$ cat config.mk
export PLATFORM = sky130hd
export DESIGN_NAME = telemetry_frame_serializer_flat
export DESIGN_NICKNAME = d
export VERILOG_FILES = /design/src/sv/tfs_pkg.sv /design/src/sv/tfs_if.sv /design/src/sv/telemetry_frame_serializer.sv /design/src/sv/tfs_encoder.sv /design/src/sv/tfs_byte_sender.sv /design/src/flat_wrapper.sv
export SDC_FILE = /design/constraint.sdc
export NUM_CORES = 1
export LEC_CHECK = 0
export BUFFER_PORTS_ARGS = -buffer_cell sky130_fd_sc_hd__buf_2
export CORE_ASPECT_RATIO = 0.8
export CORE_MARGIN = 2
export CORE_UTILIZATION = 50
export CTS_CLUSTER_SIZE = 30
export DETAILED_ROUTE_END_ITERATION = 10
export HOLD_SLACK_MARGIN = 0.08
export PLACE_DENSITY = 0.69
export SYNTH_ARGS = -nofsm -noshare
export SYNTH_HDL_FRONTEND = slang
export SYNTH_SLANG_ARGS = --single-unit
$ cat constraint.sdc
create_clock -name clk_i -period 7.2 [get_ports clk_i]
set_clock_uncertainty 0.2 [all_clocks]
set_input_delay 1.44 -clock clk_i [delete_from_list [all_inputs] [get_ports clk_i]]
set_output_delay 1.44 -clock clk_i [all_outputs]
set_load 0.01 [all_outputs]
$ cat src/sv/tfs_pkg.sv
package tfs_pkg;

  localparam int unsigned ValueCount = 6;
  localparam int unsigned ValueWidth = 16;
  localparam int unsigned FrameBytes = 18;
  localparam int unsigned IdxWidth   = $clog2(FrameBytes);

  localparam logic [7:0] HeadByte0  = 8'hA5;
  localparam logic [7:0] HeadByte1  = 8'h5A;
  localparam logic [7:0] LenByte    = 8'(14 + 2);
  localparam logic [7:0] TypeByte   = 8'hA1;
  localparam logic [7:0] CheckSeed  = 8'(8'hAF + 2);
  localparam logic [7:0] TailByte   = 8'hAA;

  localparam logic [ValueWidth-1:0] SignBit = ValueWidth'(32768);

  // byte positions within a frame
  localparam logic [IdxWidth-1:0] PosHead0    = IdxWidth'(0);
  localparam logic [IdxWidth-1:0] PosHead1    = IdxWidth'(1);
  localparam logic [IdxWidth-1:0] PosLen      = IdxWidth'(2);
  localparam logic [IdxWidth-1:0] PosType     = IdxWidth'(3);
  localparam logic [IdxWidth-1:0] PosData     = IdxWidth'(4);
  localparam logic [IdxWidth-1:0] PosChecksum = IdxWidth'(4 + 2 * ValueCount);
  localparam logic [IdxWidth-1:0] PosTail     = IdxWidth'(FrameBytes - 1);

  typedef logic [ValueCount-1:0][ValueWidth-1:0] value_vec_t;

  typedef struct packed {
    value_vec_t word;
    logic [7:0] checksum;
  } frame_t;

  // two's complement to sign-magnitude, most negative value wraps to zero
  function automatic logic [ValueWidth-1:0] encode_value(input logic [ValueWidth-1:0] raw);
    logic [ValueWidth-1:0] enc;
    if (raw[ValueWidth-1]) begin
      enc = SignBit - raw;
    end else begin
      enc = raw;
    end
    return enc;
  endfunction

endpackage

$ cat src/sv/tfs_if.sv
interface tfs_in_if;
  logic                                  valid;
  logic                                  ready;
  logic signed [tfs_pkg::ValueWidth-1:0] yaw_angle;
  logic signed [tfs_pkg::ValueWidth-1:0] pitch_angle;
  logic signed [tfs_pkg::ValueWidth-1:0] roll_angle;
  logic signed [tfs_pkg::ValueWidth-1:0] altitude_value;
  logic signed [tfs_pkg::ValueWidth-1:0] temperature_value;
  logic signed [tfs_pkg::ValueWidth-1:0] pressure_value;

  modport source (
    output valid, yaw_angle, pitch_angle, roll_angle, altitude_value,
           temperature_value, pressure_value,
    input  ready
  );
  modport sink (
    input  valid, yaw_angle, pitch_angle, roll_angle, altitude_value,
           temperature_value, pressure_value,
    output ready
  );
endinterface

interface tfs_out_if;
  logic       valid;
  logic       ready;
  logic [7:0] frame_byte;
  logic       frame_last;

  modport source (
    output valid, frame_byte, frame_last,
    input  ready
  );
  modport sink (
    input  valid, frame_byte, frame_last,
    output ready
  );
endinterface

$ cat src/sv/telemetry_frame_serializer.sv
// the first frame byte is offered once the item has passed the input register and been loaded into the byte sender
// throughput: one frame byte per cycle while the sink keeps ready high, set by the byte sender
// an item is held in the input register while the previous frame is still going out,
// so frames follow each other with no gap while the sink keeps ready high
// reset: asynchronous, active low; clears valid flags and byte position, no frame pending
module telemetry_frame_serializer (
  input  logic      clk_i,
  input  logic      rst_ni,
  tfs_in_if.sink    in_i,
  tfs_out_if.source out_o
);

  tfs_pkg::value_vec_t raw_q;
  logic                in_valid_q;
  logic                snd_ready;
  tfs_pkg::frame_t     frame;

  assign in_i.ready = !in_valid_q || snd_ready;

  always_ff @(posedge clk_i or negedge rst_ni) begin
    if (!rst_ni) begin
      in_valid_q <= 1'b0;
    end else if (in_i.ready) begin
      in_valid_q <= in_i.valid;
    end
  end

  always_ff @(posedge clk_i) begin
    if (in_i.valid && in_i.ready) begin
      raw_q <= {in_i.pressure_value, in_i.temperature_value, in_i.altitude_value,
                in_i.roll_angle, in_i.pitch_angle, in_i.yaw_angle};
    end
  end

  tfs_encoder u_encoder (
    .raw_i   (raw_q),
    .frame_o (frame)
  );

  tfs_byte_sender u_sender (
    .clk_i   (clk_i),
    .rst_ni  (rst_ni),
    .valid_i (in_valid_q),
    .ready_o (snd_ready),
    .frame_i (frame),
    .out_o   (out_o)
  );

endmodule

$ cat src/sv/tfs_encoder.sv
module tfs_encoder (
  input  tfs_pkg::value_vec_t raw_i,
  output tfs_pkg::frame_t     frame_o
);

  logic [tfs_pkg::ValueCount-1:0][7:0] pair_sum;

  // checksum over the seed and the twelve data bytes, low eight bits kept
  always_comb begin
    frame_o.checksum = tfs_pkg::CheckSeed;
    for (int i = 0; i < tfs_pkg::ValueCount; i++) begin
      frame_o.word[i]  = tfs_pkg::encode_value(raw_i[i]);
      pair_sum[i]      = frame_o.word[i][15:8] + frame_o.word[i][7:0];
      frame_o.checksum = frame_o.checksum + pair_sum[i];
    end
  end

endmodule

$ cat src/sv/tfs_byte_sender.sv
module tfs_byte_sender (
  input  logic              clk_i,
  input  logic              rst_ni,
  input  logic              valid_i,
  output logic              ready_o,
  input  tfs_pkg::frame_t   frame_i,
  tfs_out_if.source         out_o
);

  tfs_pkg::frame_t                frame_q;
  logic                           valid_q, valid_d;
  logic [tfs_pkg::IdxWidth-1:0]   idx_q, idx_d;
  logic                           take;
  logic                           at_tail;
  logic                           load;
  logic [3:0]                     data_idx;
  logic [2:0]                     word_sel;

  assign at_tail = (idx_q == tfs_pkg::PosTail);
  assign take    = valid_q && out_o.ready;
  assign ready_o = !valid_q || (take && at_tail);
  assign load    = valid_i && ready_o;

  always_comb begin
    valid_d = valid_q;
    idx_d   = idx_q;
    if (load) begin
      valid_d = 1'b1;
      idx_d   = tfs_pkg::PosHead0;
    end else if (take) begin
      if (at_tail) begin
        valid_d = 1'b0;
      end else begin
        idx_d = idx_q + 1'b1;
      end
    end
  end

  always_ff @(posedge clk_i or negedge rst_ni) begin
    if (!rst_ni) begin
      valid_q <= 1'b0;
      idx_q   <= '0;
    end else begin
      valid_q <= valid_d;
      idx_q   <= idx_d;
    end
  end

  always_ff @(posedge clk_i) begin
    if (load) begin
      frame_q <= frame_i;
    end
  end

  // byte select
  assign data_idx = 4'(idx_q - tfs_pkg::PosData);
  assign word_sel = data_idx[3:1];

  always_comb begin
    priority if (idx_q == tfs_pkg::PosHead0) begin
      out_o.frame_byte = tfs_pkg::HeadByte0;
    end else if (idx_q == tfs_pkg::PosHead1) begin
      out_o.frame_byte = tfs_pkg::HeadByte1;
    end else if (idx_q == tfs_pkg::PosLen) begin
      out_o.frame_byte = tfs_pkg::LenByte;
    end else if (idx_q == tfs_pkg::PosType) begin
      out_o.frame_byte = tfs_pkg::TypeByte;
    end else if (idx_q < tfs_pkg::PosChecksum) begin
      out_o.frame_byte = data_idx[0] ? frame_q.word[word_sel][7:0]
                                     : frame_q.word[word_sel][15:8];
    end else if (idx_q == tfs_pkg::PosChecksum) begin
      out_o.frame_byte = frame_q.checksum;
    end else begin
      out_o.frame_byte = tfs_pkg::TailByte;
    end
  end

  assign out_o.valid      = valid_q;
  assign out_o.frame_last = at_tail;

  a_idx_range: assert property (@(posedge clk_i) disable iff (!rst_ni)
    valid_q |-> (idx_q <= tfs_pkg::PosTail))
    else $error("byte index past end of frame");

  a_load_starts: assert property (@(posedge clk_i) disable iff (!rst_ni)
    load |=> (valid_q && idx_q == tfs_pkg::PosHead0))
    else $error("new frame does not start at header");

  a_tail_ends: assert property (@(posedge clk_i) disable iff (!rst_ni)
    (take && at_tail && !valid_i) |=> !valid_q)
    else $error("frame continues after tail byte");

  a_stall_holds: assert property (@(posedge clk_i) disable iff (!rst_ni)
    (valid_q && !out_o.ready) |=> (valid_q && $stable(idx_q)))
    else $error("byte position moved while stalled");

  a_step: assert property (@(posedge clk_i) disable iff (!rst_ni)
    (take && !at_tail) |=> (idx_q == $past(idx_q) + 1'b1))
    else $error("byte position skipped");

endmodule
$ cat src/flat_wrapper.sv
// flat-port wrapper written by rule: the top's interface ports become plain ports
module telemetry_frame_serializer_flat 
  (clk_i, rst_ni, in_i_valid, in_i_yaw_angle, in_i_pitch_angle, in_i_roll_angle, in_i_altitude_value, in_i_temperature_value, in_i_pressure_value, in_i_ready, out_o_valid, out_o_frame_byte, out_o_frame_last, out_o_ready);
  tfs_in_if in_i_i ();
  tfs_out_if out_o_i ();
  input  logic clk_i;
  input  logic rst_ni;
  input wire logic [$bits(in_i_i.valid)-1:0] in_i_valid;
  input wire logic [$bits(in_i_i.yaw_angle)-1:0] in_i_yaw_angle;
  input wire logic [$bits(in_i_i.pitch_angle)-1:0] in_i_pitch_angle;
  input wire logic [$bits(in_i_i.roll_angle)-1:0] in_i_roll_angle;
  input wire logic [$bits(in_i_i.altitude_value)-1:0] in_i_altitude_value;
  input wire logic [$bits(in_i_i.temperature_value)-1:0] in_i_temperature_value;
  input wire logic [$bits(in_i_i.pressure_value)-1:0] in_i_pressure_value;
  output wire logic [$bits(in_i_i.ready)-1:0] in_i_ready;
  output wire logic [$bits(out_o_i.valid)-1:0] out_o_valid;
  output wire logic [$bits(out_o_i.frame_byte)-1:0] out_o_frame_byte;
  output wire logic [$bits(out_o_i.frame_last)-1:0] out_o_frame_last;
  input wire logic [$bits(out_o_i.ready)-1:0] out_o_ready;
  assign in_i_i.valid = in_i_valid;
  assign in_i_i.yaw_angle = in_i_yaw_angle;
  assign in_i_i.pitch_angle = in_i_pitch_angle;
  assign in_i_i.roll_angle = in_i_roll_angle;
  assign in_i_i.altitude_value = in_i_altitude_value;
  assign in_i_i.temperature_value = in_i_temperature_value;
  assign in_i_i.pressure_value = in_i_pressure_value;
  assign in_i_ready = in_i_i.ready;
  assign out_o_valid = out_o_i.valid;
  assign out_o_frame_byte = out_o_i.frame_byte;
  assign out_o_frame_last = out_o_i.frame_last;
  assign out_o_i.ready = out_o_ready;
  telemetry_frame_serializer u_core (.clk_i(clk_i), .rst_ni(rst_ni), .in_i(in_i_i), .out_o(out_o_i));
endmodule
## Word-level counts from Yosys, hierarchy flattened

Index checks and enable logic that the tools add are counted.

| word-level totals | value |
|---|---|
| RAM bits | 0 |
| bits in latches | 0 |
| logic and storage cells | 78 |
| memory bits (read-only) | 0 |
| memories kept | 0 |
| flip-flop bits (word level) | 207 |
| output and inout bits | 11 |

| cells by class | value |
|---|---|
| $mul | 0 |
| equal/unequal tests | 6 |
| bitwise logic cells | 0 |
| $add $sub $neg | 20 |
| mux-type cells | 21 |
| shifts and indexed selects | 0 |
| reduce and logical (&&, ||, !) cells | 13 |
| magnitude comparators | 2 |
| div/mod/pow operators | 0 |

Operator list:

| cell | count |
|---|---|
| 16-bit 2-to-1 mux | 7 |
| 16-bit subtractor (first input constant) | 6 |
| 8-bit adder | 11 |
| 8-bit 2-to-1 mux | 7 |
| 16-bit binary-select mux with 3-bit select | 1 |
| 5-bit 2-to-1 mux | 3 |
| 5-bit by 2-bit == test with 1-bit output (second input constant) | 2 |
| 5-bit == test (second input constant) | 2 |
| 8-bit adder (first input constant) | 1 |
| 5-bit by 1-bit adder with 5-bit output (second input constant) | 1 |
| 5-bit by 1-bit == test with 1-bit output (second input constant) | 1 |
| 5-bit zero test | 1 |
| 5-bit < comparator (second input constant) | 1 |
| 1-bit logical AND | 4 |
| 3-bit by 4-bit < comparator with 1-bit output (second input constant) | 1 |
| 2-bit AND reduction | 2 |
| 2-bit nonzero test | 2 |
| 4-bit by 3-bit subtractor with 4-bit output (second input constant) | 1 |
| 1-bit 2-to-1 mux | 3 |
| 1-bit zero test | 2 |
| 1-bit logical OR | 2 |
| 2-bit by 1-bit inequality test with 1-bit output (second input constant) | 1 |

## Longest topological paths before layout

Gate-level depths: netlist (run 1).

| depth | value |
|---|---|
| depth in word-level cells | 9 |
| mapped depth | 24 |
| mapped depth without buffers | 24 |

## By module

From an unflattened synthesis (run 1), not the netlist that was laid out.

| second synthesis, totals | value |
|---|---|
| cells, all modules | 891 |
| area total of the unflattened synthesis | 11654.9 µm² |

Modules (own cells, without submodules):

| module | area an instance (µm²) | sequential area each (µm²) | instances | cells an instance |
|---|---|---|---|---|
| tfs_byte_sender | 4639.4 | 3273.1 | 1 | 289 |
| tfs_encoder | 4078.9 | 0.0 | 1 | 502 |
| telemetry_frame_serializer | 2936.6 | 2907.8 | 1 | 100 |

## Worst setup path after synthesis (run 1)

OpenSTA, ideal clock, no wires.

| timing path | value |
|---|---|
| path kind | register -> register |
| start point | register u_core.raw_q[2] (netlist bit) |
| end point | register u_core.u_sender.frame_q[7] (netlist bit) (data pin) |
| slack | 0.818 ns |
| arrival time | 5.914 ns |
| clock period less this slack | 6.382 ns |
| data required time | 6.732 ns |
| cell stages (with the launch flop) | 21 |
| path buffers | 0 |
| cells stage by stage | edfxtp_1 -> or4_1 -> or3b_1 -> o31ai_1 -> xnor2_1 -> inv_1 -> fa_1 -> inv_1 -> fa_1 -> fa_1 -> fa_1 -> inv_1 -> fa_1 -> inv_1 -> ha_1 -> a21o_1 -> a21oi_1 -> o21bai_1 -> a21oi_1 -> xnor2_1 -> xnor3_1 |

RTL lines:

| item | line | source |
|---|---|---|
| from (decl) | telemetry_frame_serializer.sv:13 | `tfs_pkg::value_vec_t raw_q;` |
| from (signal assigned) | telemetry_frame_serializer.sv:30 | `raw_q <= {in_i.pressure_value, in_i.temperature_value, in_i.altitude_value,` |
| to (signal assigned) | tfs_byte_sender.sv:51 | `frame_q <= frame_i;` |
| to (decl) | tfs_byte_sender.sv:10 | `tfs_pkg::frame_t frame_q;` |

==> results.cfg, run 1 <==
[logic_synthesis]
synth_ff_type = edfxtp_1
ys_seq_area_share_pct = 54.0
ys_seq_elements = 207
synth_edf_count = 200
synth.avg_cell_area_um2 = 13.4
synthCells = 851
synth_nets = 1043
async_flop_share_pct = 3.38
yosysUniqueCellTypes = 52
syn-cell-area_mm2 = 0.0114
ys_warn_count = 0

[power]
p_switching_uw = 1720
power_frac_comb_pct = 45.6
pwr_density_cell_mw_per_mm2 = 384
swShare_pct = 34.3
power.leakage_uw = 0.00510
clock_power_share_pct = 23.3
p_int_uw = 3300
ir_drop_uv = 338
pwr-share-seq_pct = 31.1

[clock_tree]
ctsLongestPathBuffers = 3
htree_levels = 1
root_buffer = clkbuf_16
cts_sinks = 207
cts_inserted_buffers = 23
post_cts_resized = 0
cts_hold_buffers = 0
cts_tree = done
post_cts_buffers = 0
clk_pin_slew_worst_paths_ps = 60
clkLatencyLatePin_ps = 510

[timing]
hold_viol = 0
slew_viol_final = 0
rsz0062_at_grt = false
fmaxAchievable_ghz = 0.148
finalSetupViolCount = 0
fin_tns_setup_ps = 0
max_slew_margin_pct = 37.2
fin_crit_sh_pct = 93.9
tightest_slew_ps = 932
fin_ws_ps = 437
min_period_ps = 6760

[hold_path]
hold_class = reg -> reg

[final_layout]
n_antenna_cell = 0
regArea_mm2 = 0.00618
multi_input_area_mm2 = 0.00464
drive_above_1_share_pct = 18.7
syn_to_final_growth_pct = 14.4
final_cell_mix = 200 x edfxtp_1, 145 x inv_1, 110 x buf_2
fill_cells = 1785
finalNetCount = 1163
final_common_cell = edfxtp_1

[worst_setup_path]
path_max_fanout = 4
path_buf_inv = 4
startpoint_type = flop
crit_required_ps = 7250
cp_top_family = adder cells
worstPathCellList = or4_1, or3b_1, o31ai_1, xnor2_1, inv_1, fa_1, inv_1, fa_1, fa_1, fa_1, inv_1, fa_1, inv_1, ha_1, a21o_1, a21oi_1, o21bai_1, a21oi_1, xnor2_1, xnor3_1
crit_type = reg -> reg
worstPathArrival_ps = 6810
path_common_cell = fa_1
cp_slowest_cell = or4_1
cp_slowest_stage_delay_ps = 590
end_kind = flop

[die]
core_mm2 = 0.0224
die_y_um = 139
start_util_pct = 51.0
die_area_mm2 = 0.0241
rows = 49
fp.dieW_um = 173
io_pins = 111

[route]
ant_nets = 0
drtIter0Drc = 744
drt_pass1_iterations = 5
post_drt_wl_per_cell_um = 19.2
wl_mm = 24.8
vias = 6902
drc = 0
vias_per_cell = 5.34

[grt]
grt_pass1_wl_mm = 39.0
grt-ovfl-total = 0
grt_pass1_vias = 6941
grt_max_degree = 71
antenna_found_initial = 1
grt_util_all_layers_pct = 21.3

[place]
dp_slack_ps = 484
io_buffers = 110
hpwl_mm = 18.9
finalWeightedCongestion = 0.870

[job]
maxCapViolations = 0

[status]
status = complete, no violations
-- cells in the mapped netlist, types with 2 or more instances --
| cell type | instances | area [µm²] |
|---|---|---|
| a21o_1 | 2 | 15.0 |
| a21oi_1 | 14 | 70.1 |
| a22o_1 | 2 | 17.5 |
| a31o_2 | 3 | 26.3 |
| a32oi_1 | 2 | 17.5 |
| and2_1 | 2 | 12.5 |
| buf_1 | 3 | 11.3 |
| clkbuf_1 | 16 | 60.1 |
| dfrtp_1 | 7 | 175 |
| edfxtp_1 | 200 | 6010 |
| fa_1 | 62 | 1240 |
| ha_1 | 30 | 375 |
| inv_1 | 145 | 544 |
| mux2i_1 | 4 | 40.0 |
| mux4_2 | 24 | 541 |
| nand2_1 | 62 | 233 |
| nand2b_1 | 10 | 62.6 |
| nand3_1 | 12 | 60.1 |
| nor2_1 | 13 | 48.8 |
| nor3_1 | 7 | 35.0 |
| nor4_1 | 5 | 31.3 |
| o21a_1 | 3 | 22.5 |
| o21ai_0 | 39 | 195 |
| o21bai_1 | 2 | 15.0 |
| o22ai_1 | 2 | 12.5 |
| o31a_1 | 5 | 43.8 |
| o31ai_1 | 20 | 150 |
| o41a_1 | 3 | 33.8 |
| o41ai_1 | 11 | 96.3 |
| or2_2 | 3 | 18.8 |
| or3_1 | 8 | 50.1 |
| or3_2 | 2 | 15.0 |
| or4_1 | 8 | 60.1 |
| or4_4 | 3 | 33.8 |
| xnor2_1 | 78 | 683 |
| xnor3_1 | 2 | 45.0 |
| xor2_1 | 22 | 193 |
-- through the flow --
| step | cells | utilization [%] | cell area [µm²] | hold WS, ps | total power [µW] |
|---|---|---|---|---|---|
| after floorplan | 851 | - | 11400 | 243 | 3300 |
| after global placement | 1252 | 55.0 | 12300 | 290 | 3780 |
| after detailed placement | 1252 | 55.0 | 12300 | 283 | 3840 |
| after CTS | 1293 | 58.3 | 13100 | 321 | 5050 |
| after global routing | 1293 | 58.3 | 13100 | 338 | 5400 |
| final | 1293 | 58.3 | 13100 | 317 | 5020 |
-- metal layers --
metal	vias to the layer above	wire length [µm]	GRT usage, %
li1	3224	-	-
met1	3386	11400	32.1
met2	256	10800	31.6
met3	36	1940	4.75
met4	0	602	5.26
met5	-	0	0
-- path summary, 6_finish.rpt --
path                            cells past startpoint                       from  slack (ps)                              endpoint
worst max-delay path                               20  u_core.raw_q[3]$_DFFE_PP_         440  u_core.u_sender.frame_q[7]$_DFFE_PP_
worst min-delay path                                0  u_core.raw_q[0]$_DFFE_PP_         320  u_core.u_sender.frame_q[8]$_DFFE_PP_
worst max register to register                     20  u_core.raw_q[3]$_DFFE_PP_         440  u_core.u_sender.frame_q[7]$_DFFE_PP_
worst min register to register                      0  u_core.raw_q[0]$_DFFE_PP_         320  u_core.u_sender.frame_q[8]$_DFFE_PP_
max in group asynchronous                           1                     rst_ni        6090  u_core.u_sender.idx_q[4]$_DFFE_PN0P_
min in group asynchronous                           1                     rst_ni         560  u_core.u_sender.idx_q[1]$_DFFE_PN0P_
-- sequential cells by signal (all words and copies together) (netlist names) --
name                         count
u_core.raw_q                    96
u_core.in_valid_q                1
u_core.u_sender.idx_q            5
u_core.u_sender.frame_q        104
u_core.u_sender.out_o.valid      1
-- logic make-up after synthesis --
group	count (synthesis)	share of synthesized area [%]
fa+ha+maj	92	14.1
compound gates	116	6.84
flops	207	54.0
buf+inv	165	5.43
mux	28	5.08
simple gates	139	6.03
xor+xnor	104	8.47
-- power by group through the flow --
| stage | Clock [µW] | Combinational [µW] | Sequential, µW |
|---|---|---|---|
| final | 1170 | 2290 | 1560 |
| after global routing | 1240 | 2590 | 1570 |
| after CTS | 1190 | 2300 | 1560 |
| after detailed placement | 0 | 2260 | 1580 |
| after global placement | 0 | 2200 | 1580 |
| after floorplan | 0 | 1740 | 1560 |
-- final cells by class --
type	count	share of cell area (%)
sequential	207	47.3
inverter	145	4.16
multi-input combinational	479	35.5
clock buffer	32	4.73
clock inverter	9	0.947
tap	306	2.93
timing repair buffer	115	4.50
-- worst reg2reg max path: cells and delay by family, from the launching register on --
| kind | cells | cell delay (ps) |
|---|---|---|
| xor gates and xnor gates | 3 | 770 |
| and+or+nand+nor | 2 | 1020 |
| buffers and inverters | 4 | 280 |
| AOI/OAI and AO/OA | 5 | 910 |
| DFF | 1 | 430 |
| adders and majority gates | 6 | 2900 |
(Power assumes the default switching activity.)
==> run 2, diff against run 1 <==
Settings changed: BUFFER_PORTS_ARGS -buffer_cell sky130_fd_sc_hd__buf_2 to unset, DONT_BUFFER_PORTS set to 1, PLACE_DENSITY 0.69 to unset.
==> results.cfg, run 2 (same netlist as run 1, synthesis figures left out) <==
[clock_tree]
clk_pin_slew_worst_paths_ps = 60
post_cts_buffers = 0
post_cts_resized = 0
root_buffer = clkbuf_16
ctsLongestPathBuffers = 3
cts_inserted_buffers = 22
clkLatencyLatePin_ps = 520
htree_levels = 1
cts_hold_buffers = 0
cts_tree = done
cts_sinks = 207

[place]
hpwl_mm = 19.2
dp_slack_ps = 428
io_buffers = 0
dp_cells = 1141
finalWeightedCongestion = 0.862

[power]
clock_power_share_pct = 22.2
power.leakage_uw = 0.00463
swShare_pct = 34.9
pwr_density_cell_mw_per_mm2 = 390
p_switching_uw = 1700
ir_drop_uv = 427
pwr-share-seq_pct = 32.0
power_frac_comb_pct = 45.8
p_int_uw = 3170

[die]
die_area_mm2 = 0.0241
core_mm2 = 0.0224
start_util_pct = 51.0
io_pins = 111
die_y_um = 139
rows = 49
fp.dieW_um = 173

[timing]
hold_viol = 0
max_slew_margin_pct = 29.6
tightest_slew_ps = 1040
fmaxAchievable_ghz = 0.146
rsz0062_at_grt = false
fin_crit_sh_pct = 95.0
finalSetupViolCount = 0
slew_viol_final = 0
fin_ws_ps = 362
fin_tns_setup_ps = 0
min_period_ps = 6840

[worst_setup_path]
path_buf_inv = 3
r2r_slack_ps = 360
worstPathArrival_ps = 6900
path_max_fanout = 5
reg2reg_from = u_core.raw_q[36]$_DFFE_PP_
cp_slowest_cell = or4_4
cp_top_family = adder cells
path_common_cell = fa_1
worstPathCellList = or4_4, or2_2, o21ai_0, nand2_1, xor2_1, fa_1, fa_1, inv_1, fa_1, inv_1, fa_1, inv_1, fa_1, xor2_1, xnor2_1, xnor2_1, xnor2_1, xnor3_1, xnor3_1
startpoint_type = flop
ff2ff_path_depth = 19
crit_type = reg -> reg
crit_cells = 19
end_kind = flop
r2r_end = u_core.u_sender.frame_q[7]$_DFFE_PP_
cp_slowest_stage_delay_ps = 600
crit_required_ps = 7260
cp-endpoint = u_core.u_sender.frame_q[7]$_DFFE_PP_
cp-startpoint = u_core.raw_q[36]$_DFFE_PP_

[route]
ant_nets = 0
wl_mm = 25.1
drc = 0
vias = 6588
drt_pass1_iterations = 5
post_drt_wl_per_cell_um = 21.2
drtIter0Drc = 518
vias_per_cell = 5.58

[final_layout]
top_regs = u_core.u_sender.frame_q (104), u_core.raw_q (96), u_core.u_sender.idx_q (5)
final_cell_mix = 200 x edfxtp_1, 145 x inv_1, 78 x xnor2_1
largest_register_ffs = 104
final_common_cell = edfxtp_1
finalNetCount = 1051
drive_above_1_share_pct = 8.34
final_cells = 1181
syn_to_final_growth_pct = 9.05
n_antenna_cell = 0
largest_register = u_core.u_sender.frame_q

[grt]
grt_max_degree = 58
grt_util_all_layers_pct = 21.5
grt_pass1_vias = 6770
antenna_found_initial = 0
grt-ovfl-total = 0
grt_pass1_wl_mm = 38.9

[status]
status = complete, no violations

[hold_path]
hold_class = reg -> reg

[job]
maxCapViolations = 0
==> run 2: power groups by stage <==
stage | sequential, µW | clock, µW | combinational, µW
2_1_floorplan | 1560 | 0 | 1740
3_5_place_dp | 1580 | 0 | 2210
5_1_grt | 1570 | 1160 | 2520
4_1_cts | 1560 | 1110 | 2240
3_3_place_gp | 1580 | 0 | 2180
6_report | 1560 | 1080 | 2230
==> run 2: metal layers <==
metal | share of wire, % | vias up | global-route usage (%) | wire, µm
met5 | 0.39 | - | 2.98 | 97
met4 | 2.3 | 2 | 5.17 | 571
met3 | 9.6 | 42 | 6.07 | 2410
met2 | 43 | 265 | 31.5 | 10800
met1 | 45 | 3282 | 31.6 | 11200
li1 | - | 2997 | - | -
==> run 2: through the flow <==
step / instance area [µm²] / util (%) / hold slack [ps] / power (µW)
global placement: 11800 / 52.5 / 286 / 3760
detailed placement: 11800 / 52.5 / 275 / 3800
global route: 12500 / 55.6 / 339 / 5240
finish: 12500 / 55.6 / 308 / 4870
CTS: 12500 / 55.6 / 303 / 4910
floorplan: 11400 / - / 243 / 3300
==> run 2: cell type report <==
cell class / instances / area (µm²)
Multi-Input combinational cell: 479 / 4640
Sequential cell: 207 / 6180
Clock buffer: 32 / 618
Tap cell: 306 / 383
Inverter: 145 / 544
Clock inverter: 8 / 75.1
Fill cell: 1827 / 9970
Timing Repair Buffer: 4 / 30.0
==> run 2: worst min-delay path by stage <==
| stage | cells after the start | end | start | slack (ps) |
|---|---|---|---|---|
| 5_1_grt | 0 | u_core.u_sender.frame_q[40]$_DFFE_PP_ | u_core.raw_q[32]$_DFFE_PP_ | 340 |
| 3_3_place_gp | 0 | u_core.u_sender.frame_q[8]$_DFFE_PP_ | u_core.raw_q[0]$_DFFE_PP_ | 290 |
| 3_5_place_dp | 0 | u_core.u_sender.frame_q[40]$_DFFE_PP_ | u_core.raw_q[32]$_DFFE_PP_ | 270 |
| 6_report | 0 | u_core.u_sender.frame_q[40]$_DFFE_PP_ | u_core.raw_q[32]$_DFFE_PP_ | 310 |
| 4_1_cts | 0 | u_core.u_sender.frame_q[40]$_DFFE_PP_ | u_core.raw_q[32]$_DFFE_PP_ | 300 |
| 2_1_floorplan | 0 | u_core.u_sender.frame_q[40]$_DFFE_PP_ | u_core.raw_q[32]$_DFFE_PP_ | 240 |
==> run 2: worst reg2reg max path, cell delays in order (launching register included) <==
cell,delay [ps]
edfxtp_1,460
or4_4,600
or2_2,320
o21ai_0,300
nand2_1,110
xor2_1,440
fa_1,510
fa_1,500
inv_1,60
fa_1,530
inv_1,60
fa_1,520
inv_1,60
fa_1,450
xor2_1,170
xnor2_1,210
xnor2_1,150
xnor2_1,150
xnor3_1,470
xnor3_1,360
==> run 3, diff against run 2 <==
Settings changed: BUFFER_PORTS_ARGS set to -buffer_cell sky130_fd_sc_hd__buf_2, DONT_BUFFER_PORTS 1 to unset, PLACE_DENSITY set to 0.69, SYNTH_HIERARCHICAL set to 1.
==> results.cfg, run 3 <==
[timing]
fin_crit_sh_pct = 92.8
fmaxAchievable_ghz = 0.150
slew_viol_final = 0
min_period_ps = 6680
max_slew_margin_pct = 35.6
finalSetupViolCount = 0
tightest_slew_ps = 966
rsz0062_at_grt = false
hold_viol = 0
fin_tns_setup_ps = 0

[route]
dr_wl_met2_mm = 10.9
drtIter0Drc = 620
vias_per_cell = 5.39
wl_met3_mm = 2.43
vias = 7140
drt_pass1_iterations = 5
wl_met1_mm = 11.6
routed.top_layer = met4
post_drt_wl_per_cell_um = 19.1
wl_mm = 25.4
drc = 0
ant_nets = 0

[logic_synthesis]
synth_ff_type = edfxtp_1
ys_seq_elements = 207
yosys.area.top_type = edfxtp_1
synth_nets = 1083
synth_most_common_cell = edfxtp_1
synth_edf_count = 200
yosysTopAreaCellShare_pct = 51.5
synth.avg_cell_area_um2 = 13.1
yosysUniqueCellTypes = 59
netlist_top_cells_area = edfxtp_1 52%, fa_1 11%, xnor2_1 5.0%, inv_1 4.7%, ha_1 3.2%
syn-cell-area_mm2 = 0.0117
async_flop_share_pct = 3.38
synth_common_cells = 200 x edfxtp_1, 147 x inv_1, 66 x xnor2_1
ys_warn_count = 6
ys_seq_area_share_pct = 53.0
synthCells = 891

[final_layout]
top_regs = u_core/u_sender/frame_q (104), u_core/raw_q (96), u_core/u_sender/idx_q (5)
syn_to_final_growth_pct = 13.4
fill_cells = 1863
drive_above_1_share_pct = 16.4
largest_register_ffs = 104
largest_register = u_core/u_sender/frame_q
final_common_cell = edfxtp_1
finalNetCount = 1195
n_antenna_cell = 0
fin_util_pct = 58.3
final_cell_mix = 200 x edfxtp_1, 147 x inv_1, 110 x buf_2

[hold_path]
hold_class = reg -> reg
holdCritStartpoint = u_core/raw_q[0]$_DFFE_PP_

[job]
maxCapViolations = 0

[die]
die_y_um = 141
fp.dieW_um = 175
io_pins = 111
die_area_mm2 = 0.0246
rows = 49
start_util_pct = 51.4
core_mm2 = 0.0227

[worst_setup_path]
cp-startpoint = u_core/raw_q[4]$_DFFE_PP_
worstPathArrival_ps = 6730
end_kind = flop
crit_type = reg -> reg
reg2reg_from = u_core/raw_q[4]$_DFFE_PP_
crit_required_ps = 7250
path_max_fanout = 6
startpoint_type = flop

[power]
pwr_density_cell_mw_per_mm2 = 357
power.leakage_uw = 0.00526
p_switching_uw = 1640
clock_power_share_pct = 25.2
ir_drop_uv = 369
pwr-share-seq_pct = 32.4
p_int_uw = 3070
swShare_pct = 34.8
power_frac_comb_pct = 42.4

[place]
finalWeightedCongestion = 0.877
hpwl_mm = 19.4
io_buffers = 110

[grt]
antenna_found_initial = 1
grt_pass1_wl_mm = 39.4
grt_pass1_vias = 6982
grt_max_degree = 77
grt-ovfl-total = 0
grt_util_all_layers_pct = 21.1

[clock_tree]
cts_tree = done
clkLatencyLatePin_ps = 510
root_buffer = clkbuf_16
cts_sinks = 207
clk_pin_slew_worst_paths_ps = 60
cts_inserted_buffers = 22
post_cts_resized = 0
cts_hold_buffers = 0
post_cts_buffers = 0
ctsLongestPathBuffers = 3
htree_levels = 1

[status]
status = complete, no violations
==> run 3: cell types whose count changed after synthesis, moves of 6 or more <==
cell	previous run	this run
a22oi_1	1	9
nor2_1	13	19
mux2i_1	4	26
mux4_1	0	8
xnor2_1	78	66
nor3_1	7	16
o31ai_1	20	14
mux4_2	24	3
nand2_1	62	54
xor2_1	22	29
buf_4	0	7
==> run 3: cell families after synthesis <==
| logic type | Yosys count | share of synthesized area [%] |
|---|---|---|
| muxes | 37 | 4.62 |
| and+or+nand+nor | 152 | 6.59 |
| buffers and inverters | 174 | 6.27 |
| DFF | 207 | 53.0 |
| AOI/OAI and AO/OA | 128 | 7.30 |
| xor gates and xnor gates | 101 | 8.32 |
| adders and majority gates | 92 | 13.9 |
==> run 3: cell type report <==
| cell class | count | area (µm²) | area share, % |
|---|---|---|---|
| Clock buffer | 25 | 583 | 4.41 |
| Timing Repair Buffer | 115 | 588 | 4.45 |
| Clock inverter | 15 | 174 | 1.32 |
| Inverter | 147 | 552 | 4.17 |
| Sequential cell | 207 | 6180 | 46.8 |
| Tap cell | 306 | 383 | 2.90 |
| Multi-Input combinational cell | 510 | 4750 | 36.0 |
==> run 3: layer usage <==
metal  track usage, %  vias to the layer above
met3             5.70                       39
met2             30.3                      296
met5                0                        -
met1             32.2                     3469
met4             4.96                        0
li1                 -                     3336
==> run 3: worst paths after layout <==
check / to / slack (ps) / cells after the start
worst max-delay path: u_core/u_sender/frame_q[7]$_DFFE_PP_ / 520 / 20
worst min-delay path: u_core/u_sender/frame_q[8]$_DFFE_PP_ / 290 / 0
worst max register to register: u_core/u_sender/frame_q[7]$_DFFE_PP_ / 520 / 20
worst min register to register: u_core/u_sender/frame_q[8]$_DFFE_PP_ / 290 / 0
max in group asynchronous: u_core/u_sender/idx_q[1]$_DFFE_PN0P_ / 6070 / 1
min in group asynchronous: u_core/u_sender/idx_q[2]$_DFFE_PN0P_ / 560 / 1
==> run 3: power by group through the flow <==
stage	Combinational (µW)	Clock (µW)	Sequential [µW]
4_1_cts	1990	1210	1530
3_5_place_dp	1980	0	1550
6_report	2000	1190	1530
2_1_floorplan	1520	0	1520
5_1_grt	2240	1260	1540
3_3_place_gp	1920	0	1550
==> run 3: critical path, stage by stage (launching register included) <==
cell      delay (ps)
edfxtp_1         420
or4_4            590
or4_4            530
and2_2           220
xor2_1           170
inv_1             80
fa_1             500
inv_1             50
fa_1             510
fa_1             530
fa_1             550
inv_1             50
fa_1             530
inv_1             70
ha_1             290
a21o_1           150
a21oi_1          210
o21ai_0          160
xnor2_1          190
xnor3_1          240
xnor3_1          180
==> run 3: per-stage QoR <==
stage	setup WS (ps)	std cells	instance area, µm²	power (µW)	hold WS, ps
after global routing	204	1325	13200	5040	309
after CTS	535	1325	13200	4730	290
after global placement	606	1285	12500	3470	253
after detailed placement	548	1285	12500	3530	274
final	518	1325	13200	4710	290
after floorplan	820	891	11700	3040	295
